--- config.mk ---
export PLATFORM = sky130hd
export DESIGN_NAME = prb_queue
export DESIGN_NICKNAME = d
export VERILOG_FILES = /design/src/prb_pkg.sv /design/src/prb_queue.sv
export SDC_FILE = /design/constraint.sdc
export NUM_CORES = 1
export LEC_CHECK = 0
export ABC_AREA = 1
export BUFFER_PORTS_ARGS = -buffer_cell sky130_fd_sc_hd__buf_4
export CELL_PAD_IN_SITES_DETAIL_PLACEMENT = 1
export CELL_PAD_IN_SITES_GLOBAL_PLACEMENT = 2
export CORE_UTILIZATION = 39
export DETAILED_ROUTE_END_ITERATION = 6
export GPL_TIMING_DRIVEN = 1
export HOLD_SLACK_MARGIN = 0.15
export PLACE_DENSITY = 0.89
export RECOVER_POWER = 25
export SYNTH_ARGS = -nofsm -noshare
export SYNTH_HDL_FRONTEND = slang
export SYNTH_SLANG_ARGS = --single-unit
--- constraint.sdc ---
create_clock -name clk -period 4.9 [get_ports clk]
set_input_delay 0.98 -clock clk [delete_from_list [all_inputs] [get_ports clk]]
set_output_delay 0.98 -clock clk [all_outputs]
set_load 0.005 [all_outputs]
--- src/prb_pkg.sv ---
package prb_pkg;

  localparam int IN_BITS    = 16;
  localparam int COORD_BITS = 16;
  localparam int COEF_BITS  = 32;
  localparam int NUM_COEF   = 9;
  localparam int NUM_CORNER = 4;
  localparam int CW         = IN_BITS + 2;
  localparam int PP         = COEF_BITS + CW;
  localparam int PW         = PP + 2;
  localparam int RW         = PW + COORD_BITS;
  localparam int FW         = COORD_BITS + 2;
  localparam int DIV_LAT    = COORD_BITS + 3;
  localparam int ADDR_BITS  = 6;
  localparam int DATA_BITS  = 64;
  localparam int Q_DEPTH    = 2;

  localparam logic [2:0] REG_ROW0_AB       = 3'd0;
  localparam logic [2:0] REG_ROW0_C_ROW1_A = 3'd1;
  localparam logic [2:0] REG_ROW1_BC       = 3'd2;
  localparam logic [2:0] REG_ROW2_AB       = 3'd3;
  localparam logic [2:0] REG_ROW2_C        = 3'd4;

  typedef struct packed {
    logic                 empty;
    logic signed [CW-1:0] cx0;
    logic signed [CW-1:0] cx1;
    logic signed [CW-1:0] cy0;
    logic signed [CW-1:0] cy1;
  } item_t;

  typedef logic [NUM_COEF-1:0][COEF_BITS-1:0] coefs_t;

endpackage

--- src/prb_queue.sv ---
module prb_queue (
  input  logic           clk,
  input  logic           rst_n,
  input  logic           push,
  input  prb_pkg::item_t push_item,
  input  logic           pop,
  output prb_pkg::item_t head,
  output logic           empty,
  output logic           full
);

  prb_pkg::item_t mem_r [prb_pkg::Q_DEPTH];
  logic           wp_r, wp_nxt;
  logic           rp_r, rp_nxt;
  logic [1:0]     cnt_r, cnt_nxt;

  assign empty = (cnt_r == 2'd0);
  assign full  = (cnt_r == 2'(prb_pkg::Q_DEPTH));
  assign head  = mem_r[rp_r];

  always_comb begin
    wp_nxt  = push ? ~wp_r : wp_r;
    rp_nxt  = pop ? ~rp_r : rp_r;
    cnt_nxt = cnt_r + 2'(push) - 2'(pop);
  end

  always_ff @(posedge clk) begin
    if (!rst_n) begin
      wp_r  <= 1'b0;
      rp_r  <= 1'b0;
      cnt_r <= 2'd0;
    end else begin
      wp_r  <= wp_nxt;
      rp_r  <= rp_nxt;
      cnt_r <= cnt_nxt;
    end
  end

  always_ff @(posedge clk) begin
    if (push) begin
      mem_r[wp_r] <= push_item;
    end
  end

endmodule

==> flow_summary.yaml, run 1 <==
clock_tree:
  cts_hold_buf: 0
  cts_root_buffer: "clkbuf_16"
  insertion_delay_ps: 410
  cts_tree: "yes"
  cts_buffers: 17
  clk_path_buf_depth: 2
  ctsHtreeMaxLevel: 4
  postCtsSetupRepairBufs: 0
  clock_sinks: 151
  cts-resized-gates: 0
  clk_pin_slew_ps: 60
critical_path:
  path_cells: "buf_4, mux2_4, buf_4"
  critPathSlowestCell: "dfxtp_4"
  regToRegEndpoint: "mem_r[1][29]"
  end_kind: "primary output"
  crit_path_start_kind: "flip-flop"
  critical_path.endpoint: "head[18]"
  r2r_setup_slack_ps: 2860
  worstPathRequired_ps: 3920
  cp.arrival_ps: 2200
  reg2reg_from: "wp_r"
  ff2ff_path_depth: 3
  critPathMaxFanout: 42
  critPathBufInv: 2
  slowest_delay_ps: 870
  cpMostUsedCell: "buf_4"
  cp.depth: 3
  crit_family: "flip-flops"
  worstSetupPathType: "flip-flop to primary output"
route:
  dr.pass1.iters: 4
  wl_mm: 11.0
  vias: 2850
  drt-vias-per-instance: 4.57
  wl_per_cell_um: 17.6
  drtAntennaViolNets: 0
  drc: 0
  drtIter0Drc: 115
hold_path:
  hold_depth: 2
  hold_path.class: "flip-flop to flip-flop"
global_routing:
  grt_usage: 0.147
  antenna_found_initial: 0
  grt_pass1_wl_mm: 17.0
  overflow: 0
  grt_pass1_vias: 3182
  grt_start_max_net_pins: 58
floorplan:
  initial_core_util: 0.401
  coreArea_um2: 14600
  rows: 44
  io-pin-count: 152
  die-area_um2: 15500
  fp.dieW_um: 124
  die_y_um: 124
pwr:
  powerDensity_nw_per_um2: 412
  p_leak_nw: 3.07
  peakVddDrop_mv: 0.265
logic_synthesis:
  synth_area_leaders: "edfxtp_1, mux2_4, buf_12"
  yosys_register_bits: 151
  syn_area_per_cell_um2: 22.5
  ys_types: 12
  ys_seq_area_frac: 0.767
  yosys_warnings: 0
  synthCells: 260
  yosysTopAreaCellShare: 0.750
  synth_top_area_cell: "edfxtp_1"
  synth.cell_area_um2: 5850
  synthesis.nets: 339
timing:
  timing.fmax_mhz: 314
  hold_violations: 0
  worst_pin_slew_ps: 1110
  setup_tns_ps: 0
  fin_skew_ps: 5.82
  slew-limit-headroom: 0.256
  fin_crit_ps: 3180
  rsz0062_at_grt: "false"
  finalSetupViolations: 0
  drv_slew: 0
  min_period_over_period: 0.650
flow_run:
  max-cap-violations: 0
placed_design:
  placed_cells: 592
  io_buffers: 151
  dpl.hpwl_mm: 7.62
  gp_congestion: 0.752
cells_and_area:
  syn_to_final_growth_pct: 31.8
  nNetsFinal: 506
  final_layout_size_suffix_gt1_frac: 0.584
  diodes: 0
  final_cells: 624
status:
  status: "finished, final reports clean"
[worst min-delay path, cell delays in order, from the launching register on]
cell and delay (ps):
dfxtp_1 330, nor2_1 60, nor2_1 100
[cell families (layout without fill, tap and decap cells)]
logic type,after synthesis,in the layout,synth area share
DFF,151,151,0.767
muxes,73,73,0.186
and+or+nand+nor,18,18,0.0118
buffers and inverters,15,195,0.0304
adders and majority gates,2,2,0.00428
AOI/OAI and AO/OA,1,1,0.000855
[sequential cells by signal (all words and copies together), names as in the netlist, named ones only]
| name | count |
|---|---|
| cnt_r | 2 |
| wp_r | 1 |
| mem_r | 146 |
| rp_r | 1 |
[synthesized netlist by cell type]
master and n:
a21oi_1 1, buf_12 7, buf_6 1, dfxtp_1 5, edfxtp_1 146, ha_1 2, inv_1 7, mux2_2 3
mux2_4 70, nand2_1 8, nand3_1 1, nor2_1 9
[power breakdown]
part / total (mW) / internal, mW / switching (mW)
Clock: 1.33 / 0.847 / 0.484
Combinational: 0.315 / 0.195 / 0.120
Sequential: 1.53 / 1.50 / 0.0341
Total: 3.18 / 2.54 / 0.638
[layout by cell type (no fill, tap or decap)]
cell,n
a21oi_1,1
dfxtp_4,1
buf_4,109
dfxtp_1,4
inv_1,6
nand3_1,1
clkbuf_16,17
ha_1,2
nor2_4,1
clkinv_4,1
clkinv_2,3
inv_6,1
nor2_1,8
mux2_2,3
mux2_4,70
nand2_1,8
clkinv_1,3
clkbuf_4,44
clkinvlp_4,3
edfxtp_1,146
bufinv_16,4
clkbuf_1,4
[how the worst min path moves through the flow]
stage	from	to	slack, ps
final	rp_r	rp_r	530
after global routing	rp_r	flip-flop	570
after CTS	rp_r	rp_r	540
after detailed placement	rp_r	rp_r	530
after global placement	rp_r	rp_r	480
after floorplan	rp_r	flip-flop	460
[through the flow]
stage                     worst slack, ps  hold WS (ps)  cell area, µm²   util  power (mW)
after detailed placement             1980           529            7110  0.487        1.88
final                                1720           533            7710  0.528        3.18
after global placement               2040           476            7110  0.487        1.86
after global routing                 1560           574            7710  0.528        3.27
after floorplan                       314           463            5850      -        1.72
after CTS                            1640           542            7720  0.529        3.22
[metal layers]
| metal | GRT usage | vias up | share of wire |
|---|---|---|---|
| met5 | 0 | - | 0 |
| met4 | 0.0567 | 0 | 0.012 |
| met3 | 0.0498 | 9 | 0.053 |
| met2 | 0.259 | 95 | 0.53 |
| met1 | 0.162 | 1401 | 0.40 |
| li1 | - | 1345 | - |
[layout make-up]
cell class / instances / area (µm²)
clock buffers: 18 / 429
multi-input cells: 94 / 1190
inverters: 7 / 27.5
clock inverters: 14 / 181
fillers: 1346 / 6880
well taps: 184 / 230
repair buffers: 156 / 1160
flip-flops and latches: 151 / 4490
Power figures use the tool's default switching activity.
==> run 2, diff against run 1 <==
- CORE_UTILIZATION: 39 -> 35
- PLACE_DENSITY: 0.89 -> 0.85
- clock period: 4.9 -> 2.75 ns (I/O delays scaled with it)
==> run 2 against run 1 <==
  * Final cell count grew 5.1%
  * Sequential share of layout area is 0.10 points lower
  * Combinational power increased by 84%
  * Largest cell class unchanged
  * Hold slack lost 210 ps
  * Sequential cell count is the same
  * Power rose by 73%
  * Die area rose by 11%
  * Final area is 0.18% higher
  * Non-clock buffer count unchanged
  * Critical endpoint is now head[0]
==> flow_summary.yaml, run 2 (synthesis results as in run 1) <==
status:
  status: "finished, final reports clean"
cells_and_area:
  layout_common_cells: "edfxtp_1, buf_4, mux2_4, clkbuf_4, clkbuf_16"
  multi_input_comb_area_um2: 1190
  largest_register_ffs: 146
  final_layout_size_suffix_gt1_frac: 0.577
  ff_latch_area_um2: 4490
  final_cells: 656
  final.fill_count: 1553
  top_register: "mem_r"
  nNetsFinal: 506
  final_common_cell: "edfxtp_1"
  fin_area_um2: 7720
  diodes: 0
  syn_to_final_growth_pct: 32.1
  top_regs: "mem_r (146), cnt_r (2)"
route:
  drt-vias-per-instance: 4.41
  wl_mm: 10.9
  wl_met3_um: 723
  wl_per_cell_um: 16.6
  drtIter0Drc: 119
  drtAntennaViolNets: 0
  top_layer_used: "met4"
  vias: 2890
  dr.pass1.iters: 4
  drc: 0
  met1_length_mm: 4.37
  wl_met2_mm: 5.68
timing:
  fin_crit_ps: 2300
  fin_skew_ps: 3.95
  rsz0062_at_grt: "false"
  slew-limit-headroom: 0.646
  setup_tns_ps: 0
  finalSetupViolations: 0
  timing.fmax_mhz: 434
  fin_hold_ws_ps: 328
  worst_pin_slew_ps: 531
  min_period_over_period: 0.837
  drv_slew: 0
  hold_violations: 0
clock_tree:
  postCtsSetupRepairBufs: 0
  cts_root_buffer: "clkbuf_16"
  clk_path_buf_depth: 2
  ctsHtreeMaxLevel: 4
  cts-resized-gates: 0
  cts_tree: "yes"
  insertion_delay_ps: 410
  clk_pin_slew_ps: 60
  cts_buffers: 17
  cts_hold_buf: 0
  clock_sinks: 151
floorplan:
  initial_core_util: 0.363
  die-area_um2: 17200
  coreArea_um2: 16100
  rows: 46
  io-pin-count: 152
  die_y_um: 131
  fp.dieW_um: 131
critical_path:
  crit_path_start_kind: "flip-flop"
  worstSetupPathType: "flip-flop to primary output"
  worstPathRequired_ps: 2200
  critPathMaxFanout: 35
  end_kind: "primary output"
  cp.arrival_ps: 1750
global_routing:
  grt_start_max_net_pins: 74
  grt_pass1_wl_mm: 16.8
  overflow: 0
  grt_pass1_vias: 3190
  grt_usage: 0.130
  antenna_found_initial: 0
pwr:
  p_leak_nw: 3.04
  peakVddDrop_mv: 0.426
  powerDensity_nw_per_um2: 711
flow_run:
  max-cap-violations: 0
placed_design:
  placed_cell_area_um2: 7190
  io_buffers: 151
  gp_congestion: 0.667
  dpl.hpwl_mm: 7.33
  placed_cells: 624
hold_path:
  hold_path.class: "input port to flip-flop"
## run 2: power by group
part	switching (mW)	internal [mW]
combinational	0.230	0.351
clock	0.878	1.32
sequential	0.0415	2.66
total	1.15	4.34
## run 2: critical path, cell delays in order (launching register included)
cell,delay (ps)
dfxtp_4,510
buf_12,300
mux2_2,370
buf_4,130
## run 2: metal layers
metal,global-route usage,vias up
li1,-,1345
met4,0.0529,0
met1,0.146,1433
met3,0.0448,14
met2,0.227,98
met5,0,-
## run 2: cell type report
cell class / instances / area share
flip-flops and latches: 151 / 0.581
multi-input cells: 94 / 0.154
repair buffers: 156 / 0.153
clock buffers: 18 / 0.0556
well taps: 216 / 0.0350
clock inverters: 14 / 0.0172
inverters: 7 / 0.00357
## run 2: stage by stage
step / total power [mW] / setup WS (ps) / util
finish: 5.49 / 447 / 0.479
global route: 5.69 / 370 / 0.479
CTS: 5.59 / 384 / 0.481
detailed placement: 3.36 / 855 / 0.446
global placement: 3.33 / 876 / 0.446
floorplan: 3.06 / 284 / -
## run 2: final timing paths
kind | start | end | slack [ps] | cells after the start
max | flip-flop | head[0] | 450 | 3
min | push_item[43] | mem_r[0][43] | 330 | 1
max reg2reg | cnt_r[0] | cnt_r[1] | 1430 | 8
min reg2reg | rp_r | rp_r | 510 | 2
