### src/prb_pkg.sv
package prb_pkg;

  localparam int IN_BITS    = 16;
  localparam int COORD_BITS = 16;
  localparam int COEF_BITS  = 32;
  localparam int NUM_COEF   = 9;
  localparam int NUM_CORNER = 4;
  localparam int CW         = IN_BITS + 2;
  localparam int PP         = COEF_BITS + CW;
  localparam int PW         = PP + 2;
  localparam int RW         = PW + COORD_BITS;
  localparam int FW         = COORD_BITS + 2;
  localparam int DIV_LAT    = COORD_BITS + 3;
  localparam int ADDR_BITS  = 6;
  localparam int DATA_BITS  = 64;
  localparam int Q_DEPTH    = 2;

  localparam logic [2:0] REG_ROW0_AB       = 3'd0;
  localparam logic [2:0] REG_ROW0_C_ROW1_A = 3'd1;
  localparam logic [2:0] REG_ROW1_BC       = 3'd2;
  localparam logic [2:0] REG_ROW2_AB       = 3'd3;
  localparam logic [2:0] REG_ROW2_C        = 3'd4;

  typedef struct packed {
    logic                 empty;
    logic signed [CW-1:0] cx0;
    logic signed [CW-1:0] cx1;
    logic signed [CW-1:0] cy0;
    logic signed [CW-1:0] cy1;
  } item_t;

  typedef logic [NUM_COEF-1:0][COEF_BITS-1:0] coefs_t;

endpackage

### src/prb_front.sv
module prb_front (
  input  logic signed [prb_pkg::IN_BITS-1:0] rect_x,
  input  logic signed [prb_pkg::IN_BITS-1:0] rect_y,
  input  logic        [prb_pkg::IN_BITS-1:0] rect_width,
  input  logic        [prb_pkg::IN_BITS-1:0] rect_height,
  output prb_pkg::item_t                     item
);

  // corners of the source rectangle and the empty check
  always_comb begin
    item.empty = (rect_width == '0) || (rect_height == '0);
    item.cx0   = prb_pkg::CW'(rect_x);
    item.cy0   = prb_pkg::CW'(rect_y);
    item.cx1   = prb_pkg::CW'(rect_x) + $signed({2'b00, rect_width});
    item.cy1   = prb_pkg::CW'(rect_y) + $signed({2'b00, rect_height});
  end

endmodule

### config.mk
export PLATFORM = sky130hd
export DESIGN_NAME = prb_front
export DESIGN_NICKNAME = d
export VERILOG_FILES = /design/src/prb_pkg.sv /design/src/prb_front.sv
export SDC_FILE = /design/constraint.sdc
export NUM_CORES = 1
export LEC_CHECK = 0
export BUFFER_PORTS_ARGS = -buffer_cell sky130_fd_sc_hd__buf_4
export CAP_MARGIN = 10
export CORE_MARGIN = 5
export CORE_UTILIZATION = 44
export DETAILED_ROUTE_END_ITERATION = 8
export PLACE_DENSITY = 0.86
export SYNTH_ARGS = -nofsm -noshare
export SYNTH_HDL_FRONTEND = slang
export SYNTH_SLANG_ARGS = --single-unit
### constraint.sdc
create_clock -name vclk -period 2.75
set_clock_uncertainty 0.1 [all_clocks]
set_input_delay 0.275 -clock vclk [all_inputs]
set_output_delay 0.275 -clock vclk [all_outputs]
set_load 0.01 [all_outputs]
==> results of run 1 <==
## path summary, 6_finish.rpt
kind	end	start	cells past startpoint
setup / recovery	item[48]	rect_x[0]	11
hold / removal	item[18]	rect_y[0]	2
## per-stage QoR
stage               total power, mW  instances  area [µm²]  hold slack, ns
floorplan                     0.453        268        2000           0.530
global placement              0.767        422        2840           0.640
detailed placement            0.779        422        2840           0.642
CTS                           0.782        422        2840           0.641
global route                  0.851        422        2840           0.647
finish                        0.776        422        2840           0.640
## placed cells by master (no fill, tap or decap), drive strengths merged, types with 2 or more instances in the layout
cell type  count
nor3           3
xnor2         21
and2           2
nand4          5
o311ai         3
xor2           7
mux2i          3
nor2          15
nor2b          4
nand2         17
buf          139
nor4           8
a31oi          4
a21boi         3
nand3          6
o21ai          9
o21bai         4
nand2b         3
a31o           2
a21oi         27
and3           5
ha            34
o21a           2
inv           16
o211ai         3
fa             2
a21o          10
## cell families (layout without fill, tap and decap cells)
kind of cell	Yosys count	in the layout	synth area share (%)
AO/OA/AOI/OAI	77	77	28.0
AND/OR/NAND/NOR	71	71	18.2
buffers and inverters	53	155	16.7
adder cells (fa/ha/maj)	36	36	23.2
XOR/XNOR	28	28	12.2
multiplexers	3	3	1.50
## critical path, cell delays in order
cell      delay, ns
buf_4          0.09
ha_1           0.17
inv_1          0.06
fa_1           0.43
nor2b_4        0.15
o211ai_2       0.08
a21boi_1       0.23
o41a_4         0.19
nor3_1         0.06
a311oi_1       0.31
buf_4          0.19
## layout make-up
cell class,count,area (µm²),area share [%]
Inverter,16,60.1,2.12
Timing Repair Buffer,139,1040,36.8
Multi-Input combinational cell,215,1670,58.8
Tap cell,52,65.1,2.29
## routing by layer
layer	vias up	wire, µm	part of all wire, %	track usage (%)
met5	-	0	0	0
met1	1035	2190	36	20.5
met2	106	3230	52	38.0
met3	8	656	11	4.17
li1	1152	-	-	-
met4	0	76	1.2	2.41
## power groups by stage
stage	logic, mW	clock network [mW]	registers [mW]
2_1_floorplan	0.453	0	0
3_3_place_gp	0.767	0	0
3_5_place_dp	0.779	0	0
4_1_cts	0.782	0	0
5_1_grt	0.851	0	0
6_report	0.776	0	0
==> results.md, run 1 <==
* Fillers at just over 400
* Worst Hold Class: in2out
* Fraction of layout cells with a size suffix above 1 at 41.6%
* Top post-synthesis cells by area: ha_1 (21%), buf_4 (13%), xnor2_1 (9.2%)
* Final hold vios at 0
* Crit Path Max Fanout at 5
* Seq/Total Area, Yosys at 0%
* Total Routing Usage GR at 19.0%
* Max Clock Freq at 383 MHz
* Detailed-route via count at 2301
* Most frequent cell after synthesis: buf_4
* Run status: complete, no violations
* Period minus WS final at 2.61 ns
* Critical Path RT at 2.38 ns
* Maximum VDD drop at 0.164 mV
* DP HPWL at around 5600 µm
* DR vias/cell at 5.45
* PortBufs at roughly 140
* CTS resizes at 0
* First-pass GRT wire length at 10100 µm
* Unrepaired setup endpoints after global routing: no
* Slew Limit Fails at 0
* Grt total ovfl at 0
* Die Y at 77.5 µm
* Mean area per synthesized cell at roughly 7.5 µm²
* Die width at about 77 µm
* Hold buffers post-CTS at 0
* Psw at roughly 0.38 mW
* Max Cap Violations at 0
* Register share of total power at 0%
* Area delta synth->final at 41.6%
* Net Sw Frac at 48.6%
* I/O Pins at 137
* Routed wire length per instance at 14.6 µm
* CP endpoint kind: primary output
* Period Utilization, post-route at 95.0%
* FF/Latch Area at 0 µm²
* WP data arrival at around 2.2 ns
* Final setup violation count at 0
* Least-Margin Pin Slew at ~0.47 ns
* Comb pwr share at 100.0%
* Internal at 0.399 mW
* Post-synth top area share at 21.2%
* Mapped Cells at 268
* Setup TNS at 0 ns
* Final core area utilization at 64.7%
* WS Path Type: in2out
* Setup WS post-layout at about 0.14 ns
* # Post-CTS Setup Buffers at 0
* Yosys top cell by area: ha_1
* # clk buffers at 0
* Drt pass-1 iters at 4
* Sequential cell count at 0
* Routability congestion estimate at 0.958
* Die Footprint at 6000 µm²
* Vias in the first global route at 2298
* DRT antenna net count at 0
* Post-synthesis cell type count at 49
* DRC at 0
* Initial Utilization at a little under half
* Rows at 24
* Top cells by count, synth: buf_4 (36), ha_1 (34), a21oi_1 (22)
* Post-Syn Area at 2000 µm²
* Fin nets at 472
* Leak pwr at 1.51 nW
* Clock power share at 0%
* Power density cells at 274 nW/µm²
* Place WS at roughly 0.16 ns
* Final WL at about 6200 µm
* Worst setup SP type: input pin
* Largest net degree at the start of global routing at 9
* Number of diodes at 0
* Synthesis Warnings at 0
* Synthesized Nets at 368
* Drt initial violations at 55
* Core area at 4380 µm²
* Antenna violations before repair at 0
* Worst slew margin at 68.4%
Note: power is estimated with default switching activity, not from simulation.
==> run 2: changes to the inputs <==
Settings changed: ABC_AREA set to 1, CORE_UTILIZATION 44 to 46, PLACE_DENSITY 0.86 to 0.87.
==> run 2 against run 1 <==
  * Count of clock-buffer cells in the layout is the same
  * Flip-flop and latch count is the same
  * Largest power group unchanged
  * Critical path depth grew 2
  * Worst hold slack is essentially flat
  * Fmax grew 14%
  * Design area grew 9.7%
  * Wire length grew 15%
==> results.md, run 2 <==
* Rows at 25 (+4.2%)
* WP data arrival at 1.92 ns (-0.32 ns)
* Top cells by count, synth: nand2_1 (137), inv_1 (70), buf_4 (36)
* Mapped Cells at 413 (+54%)
* Design Area, Final at 3110 µm² (+9.7%)
* Yosys top cell by area: nand2_1
* DRC at 0 (unchanged)
* Net Sw Frac at 53.4% (+4.8 points)
* Setup TNS at 0 ns (unchanged)
* Top delay family on crit path: simple AND/OR/NAND/NOR gates
* Core area at 4750 µm² (+8.4%)
* # Post-CTS Setup Buffers at 0 (unchanged)
* I/O Pins at 137 (unchanged)
* Final hold vios at 0 (unchanged)
* Crit-path slowest cell: fa_1
* Post-synth top area share at 22.7% (+1.4 points)
* Main combinational cell family by area after synthesis: simple AND/OR/NAND/NOR gates
* Unrepaired setup endpoints after global routing: no
* Mux contribution to synthesized area at 0% (-1.5 points)
* Max Clock Freq at 436 MHz (+14%)
* DP HPWL at 6450 µm (+14%)
* Run status: complete, no violations
* Synthesized Nets at 513 (+39%)
* Compound-gate portion of the synthesized area at 9.60% (-18 points)
* Most frequent cells in the layout: nand2_1 (137), buf_4 (137), inv_1 (70)
* Largest net degree at the start of global routing at 9 (unchanged)
* Hold buffers post-CTS at 0 (unchanged)
* Internal at 0.359 mW (-10%)
* Antenna violations before repair at 0 (unchanged)
* Area delta synth->final at 37.1%
* Fillers at 449 (+8.7%)
* Post-Syn Area at 2270 µm² (+13%)
* Die width at 80.2 µm (+3.5%)
* Critical Path RT at 2.38 ns (about the same)
* Top post-synthesis cells by area: nand2_1 (23%), ha_1 (19%), buf_4 (12%)
* Grt total ovfl at 0 (unchanged)
* Worst-path cell chain: buf_4 > ha_1 > inv_1 > fa_1 > nand3b_1 > nand2_2 > nand3_1 > nand2_1 > nand2_1 > nand2_1 > nand2_1 > nand2_1 > buf_4
* Worst setup SP type: input pin
* Initial Utilization at 47.7% (+2.0 points)
* Fin nets at 616 (+31%)
* Die Footprint at 6440 µm² (+7.2%)
* Routability congestion estimate at 0.936 (-2.3%)
* Maximum VDD drop at 0.153 mV (-7.1%)
* Seq/Total Area, Yosys at 0% (unchanged)
* Clock power share at 0% (unchanged)
* Critical path's largest stage delay at 0.40 ns (-0.03 ns)
* DR vias/cell at 4.95 (-9.2%)
* Routed wire length per instance at 12.1 µm (-17%)
* Crit path buffers/inverters at 3 (unchanged)
* Period minus WS final at 2.29 ns (-0.320 ns)
* Post-Synth XOR/XNOR Area at 6.18% (-6.1 points)
* Adder-Cell Fraction of Synth Area at 20.5% (-2.7 points)
* Die Y at 80.2 µm (+3.5%)
* FF/Latch Area at 0 µm² (unchanged)
* Drt pass-1 iters at 4 (unchanged)
* Detailed-route via count at 2878 (+25%)
* # clk buffers at 0 (unchanged)
* Psw at 0.411 mW (+8.9%)
* Least-Margin Pin Slew at 0.415 ns (-0.0542 ns)
* DP Area at 3110 µm² (+9.7%)
* Power density cells at 247 nW/µm² (-9.6%)
* Post-synthesis cell type count at 21 (-57%)
* Final WL at 7050 µm (+15%)
* PortBufs at 137 (unchanged)
* Vias in the first global route at 2834 (+23%)
* Leak pwr at 1.96 nW (+30%)
* Slew Limit Fails at 0 (unchanged)
* Most frequent cell after synthesis: nand2_1
* DRT antenna net count at 0 (unchanged)
* Worst slew margin at 72.1% (+3.6 points)
* Simple-Gate Fraction of Synth Area at 40.2% (+22 points)
* First-pass GRT wire length at 11500 µm (+15%)
* Drt initial violations at 94 (+71%)
* Max Cap Violations at 0 (unchanged)
* Number of diodes at 0 (unchanged)
* Worst Hold Class: in2out
* Comb pwr share at 100.0% (about the same)
* Mean area per synthesized cell at 5.49 µm² (-27%)
* Crit Path Max Fanout at 4 (-1)
* Period Utilization, post-route at 83.3% (-12 points)
* Total Routing Usage GR at 21.3% (+2.3 points)
* Final setup violation count at 0 (unchanged)
* WS Path Type: in2out
* CP endpoint kind: primary output
* Register share of total power at 0% (unchanged)
* Most Frequent Cell on Critical Path: nand2_1
* Multi-input gate area at 1740 µm² (+4.1%)
* Sequential cell count at 0 (unchanged)
* Fraction of layout cells with a size suffix above 1 at 29.0% (-13 points)
* CTS resizes at 0 (unchanged)
* Synthesis Warnings at 0 (unchanged)
run 2: cell types whose count changed in the layout (fill, tap and decap cells not counted), sizes merged, moves of 8 or more:
cell / before / now
a21o: 10 / 2
inv: 16 / 70
nand2: 17 / 143
nand3: 6 / 28
nor2: 15 / 26
xnor2: 21 / 4
run 2: through the flow:
step | util (%) | power (mW) | setup WS, ns | cells | hold slack, ns
detailed placement | 65.4 | 0.769 | 0.474 | 581 | 0.641
finish | 65.4 | 0.770 | 0.458 | 581 | 0.640
CTS | 65.4 | 0.772 | 0.461 | 581 | 0.641
floorplan | - | 0.449 | 0.805 | 413 | 0.542
global placement | 65.4 | 0.754 | 0.520 | 581 | 0.640
global route | 65.4 | 0.854 | 0.276 | 581 | 0.644
run 2: final timing paths:
| kind | start | endpoint | depth (start not counted) |
|---|---|---|---|
| worst min-delay path | rect_y[2] | item[20] | 2 |
| worst max-delay path | rect_width[0] | item[52] | 13 |
run 2: power by group through the flow:
stage | logic, mW | registers [mW] | clock network (mW)
after CTS | 0.772 | 0 | 0
after global routing | 0.854 | 0 | 0
final | 0.770 | 0 | 0
after detailed placement | 0.769 | 0 | 0
after floorplan | 0.449 | 0 | 0
after global placement | 0.754 | 0 | 0
run 2: kinds of logic (layout without fill, tap and decap cells):
| group | after synthesis | after routing |
|---|---|---|
| compound gates | 40 | 40 |
| xor+xnor | 16 | 16 |
| fa+ha+maj | 36 | 36 |
| buf+inv | 106 | 207 |
| simple gates | 215 | 215 |
run 2: per-layer routing:
| metal | global-route usage (%) | vias to the layer above | wire (µm) |
|---|---|---|---|
| li1 | - | 1480 | - |
| met1 | 23.3 | 1261 | 2710 |
| met2 | 43.5 | 127 | 3670 |
| met3 | 1.91 | 10 | 543 |
| met4 | 4.22 | 0 | 132 |
| met5 | 0 | - | 0 |
run 2: layout make-up:
| cell class | count | area share [%] |
|---|---|---|
| Inverter | 70 | 8.45 |
| Multi-Input combinational cell | 307 | 55.8 |
| Tap cell | 67 | 2.70 |
| Timing Repair Buffer | 137 | 33.1 |
==> run 3: changes to the inputs <==
Clock period 2.75 ns to 2.3 ns, I/O delays scaled along.
==> run 3 against run 2 <==
  * Worst hold slack worse by 0.090 ns
  * First-iteration DRC count down 31%
  * Critical path depth did not move
  * Total power grew 20%
  * Largest power group unchanged
  * Highest routed layer unchanged
  * Via count shrank 1.2%
  * Setup slack got worse by 0.37 ns
  * Count of clock-buffer cells in the layout did not move
  * Wire length is 0.50% lower
  * Design area up 0.24%
==> results.md, run 3 (same netlist as run 2, synthesis figures left out) <==
* Run status: complete, no violations
* I/O Pins at 137 (unchanged)
* Leak pwr at 1.96 nW (-0.12%)
* DRC at 0 (unchanged)
* Unrepaired setup endpoints after global routing: no
* Register share of total power at 0% (unchanged)
* Detailed-route via count at 2843 (-1.2%)
* Psw at 0.490 mW (+19%)
* Die Footprint at 6440 µm² (unchanged)
* FF/Latch Area at 0 µm² (unchanged)
* Area delta synth->final at 37.5%
* Final setup violation count at 0 (unchanged)
* Top delay family on crit path: simple AND/OR/NAND/NOR gates
* Critical path's largest stage delay at 0.40 ns (about the same)
* Crit path buffers/inverters at 3 (unchanged)
* Crit path from: rect_x[0]
* Final core area utilization at 65.6% (+0.16 points)
* Max Clock Freq at 452 MHz
* Critical Path RT at 1.97 ns (-0.41 ns)
* # clk buffers at 0 (unchanged)
* Antenna violations before repair at 0 (unchanged)
* Period minus WS final at 2.21 ns
* Routed wire length per instance at 12.1 µm (-0.50%)
* Comb pwr share at 100.0% (about the same)
* First-pass GRT wire length at 11600 µm (+0.49%)
* Core area at 4750 µm² (unchanged)
* Vias in the first global route at 2845 (+0.39%)
* Clock power share at 0% (unchanged)
* Most frequent cells in the layout: buf_4 (137), nand2_1 (136), inv_1 (70)
* Slew Limit Fails at 0 (unchanged)
* Drt pass-1 iters at 4 (unchanged)
* Worst Hold Class: in2out
* WP data arrival at 1.88 ns (-0.04 ns)
* Fraction of layout cells with a size suffix above 1 at 29.6% (+0.58 points)
* Total Routing Usage GR at 21.4% (+0.070 points)
* Largest net degree at the start of global routing at 9 (unchanged)
* Final hold vios at 0 (unchanged)
* # Post-CTS Setup Buffers at 0 (unchanged)
* Worst slew margin at 70.0% (-2.1 points)
* Worst setup SP type: input pin
* Net Sw Frac at 53.2% (-0.13 points)
* PortBufs at 137 (unchanged)
* Most Frequent Cell on Critical Path: nand2_1
* Crit-path slowest cell: fa_1
* Min-delay src: rect_x[2]
* Crit Path Max Fanout at 4 (unchanged)
* Max Cap Violations at 0 (unchanged)
* Sequential cell count at 0 (unchanged)
* Initial Utilization at 47.7% (unchanged)
* Die width at 80.2 µm (unchanged)
* DRT antenna net count at 0 (unchanged)
* Grt total ovfl at 0 (unchanged)
* Setup TNS at 0 ns (unchanged)
* Worst-path cell chain: buf_4 > ha_1 > inv_1 > fa_1 > nand3b_1 > nand2_2 > nand3_1 > nand2_1 > nand2_1 > nand2_1 > nand2_1 > nand2_1 > buf_4
* DP HPWL at 6420 µm (-0.51%)
* Die Y at 80.2 µm (unchanged)
* Fin nets at 616 (unchanged)
* Drt initial violations at 65 (-31%)
* Final WL at 7020 µm (-0.50%)
* WS Path Type: in2out
* DR vias/cell at 4.89 (-1.2%)
* Least-Margin Pin Slew at 0.446 ns (+0.0305 ns)
* Maximum VDD drop at 0.147 mV (-3.7%)
* Routability congestion estimate at 0.936 (unchanged)
* Number of diodes at 0 (unchanged)
* Hold buffers post-CTS at 0 (unchanged)
* CTS resizes at 0 (unchanged)
* CP endpoint kind: primary output
* Period Utilization, post-route at 96.1%
* Internal at 0.430 mW (+20%)
* Rows at 25 (unchanged)
* Power density cells at 295 nW/µm² (+19%)
* Most common cell after layout, fill and taps aside: buf_4
run 3: cell count changes in the layout (fill, tap and decap cells not counted):
cell     previous run  this run
fa_1                2         1
nand2_2             6         7
ha_2                0         1
ha_1               34        33
nand2_1           137       136
fa_2                0         1
run 3: worst paths after layout:
| check | endpoint | slack [ns] | cells after the start |
|---|---|---|---|
| worst max-delay path | item[48] | 0.09 | 13 |
| worst min-delay path | item[56] | 0.55 | 2 |
run 3: per-layer routing:
| metal | wire length (µm) | vias to the layer above | track usage, % |
|---|---|---|---|
| li1 | - | 1482 | - |
| met1 | 2710 | 1238 | 23.6 |
| met2 | 3660 | 115 | 44.5 |
| met4 | 70 | 0 | 2.03 |
| met3 | 579 | 8 | 1.79 |
| met5 | 0 | - | 0 |
run 3: cell type report:
type | count | area (µm²)
Tap cell | 67 | 83.8
Multi-Input combinational cell | 307 | 1740
Timing Repair Buffer | 137 | 1030
Fill cell | 454 | 1640
Inverter | 70 | 263
run 3: power groups by stage:
stage / combinational (mW) / sequential, mW / clock, mW
global route: 1.03 / 0 / 0
detailed placement: 0.918 / 0 / 0
CTS: 0.922 / 0 / 0
global placement: 0.902 / 0 / 0
floorplan: 0.537 / 0 / 0
finish: 0.921 / 0 / 0
run 3: metrics by stage:
| stage | total power [mW] | std cells | hold WS [ns] | instance area, µm² | worst slack [ns] |
|---|---|---|---|---|---|
| 2_1_floorplan | 0.537 | 413 | 0.452 | 2270 | 0.445 |
| 3_3_place_gp | 0.902 | 581 | 0.550 | 3110 | 0.160 |
| 3_5_place_dp | 0.918 | 581 | 0.551 | 3110 | 0.0981 |
| 4_1_cts | 0.922 | 581 | 0.551 | 3110 | 0.0909 |
| 5_1_grt | 1.03 | 581 | 0.554 | 3120 | 0.00377 |
| 6_report | 0.921 | 581 | 0.550 | 3120 | 0.0889 |
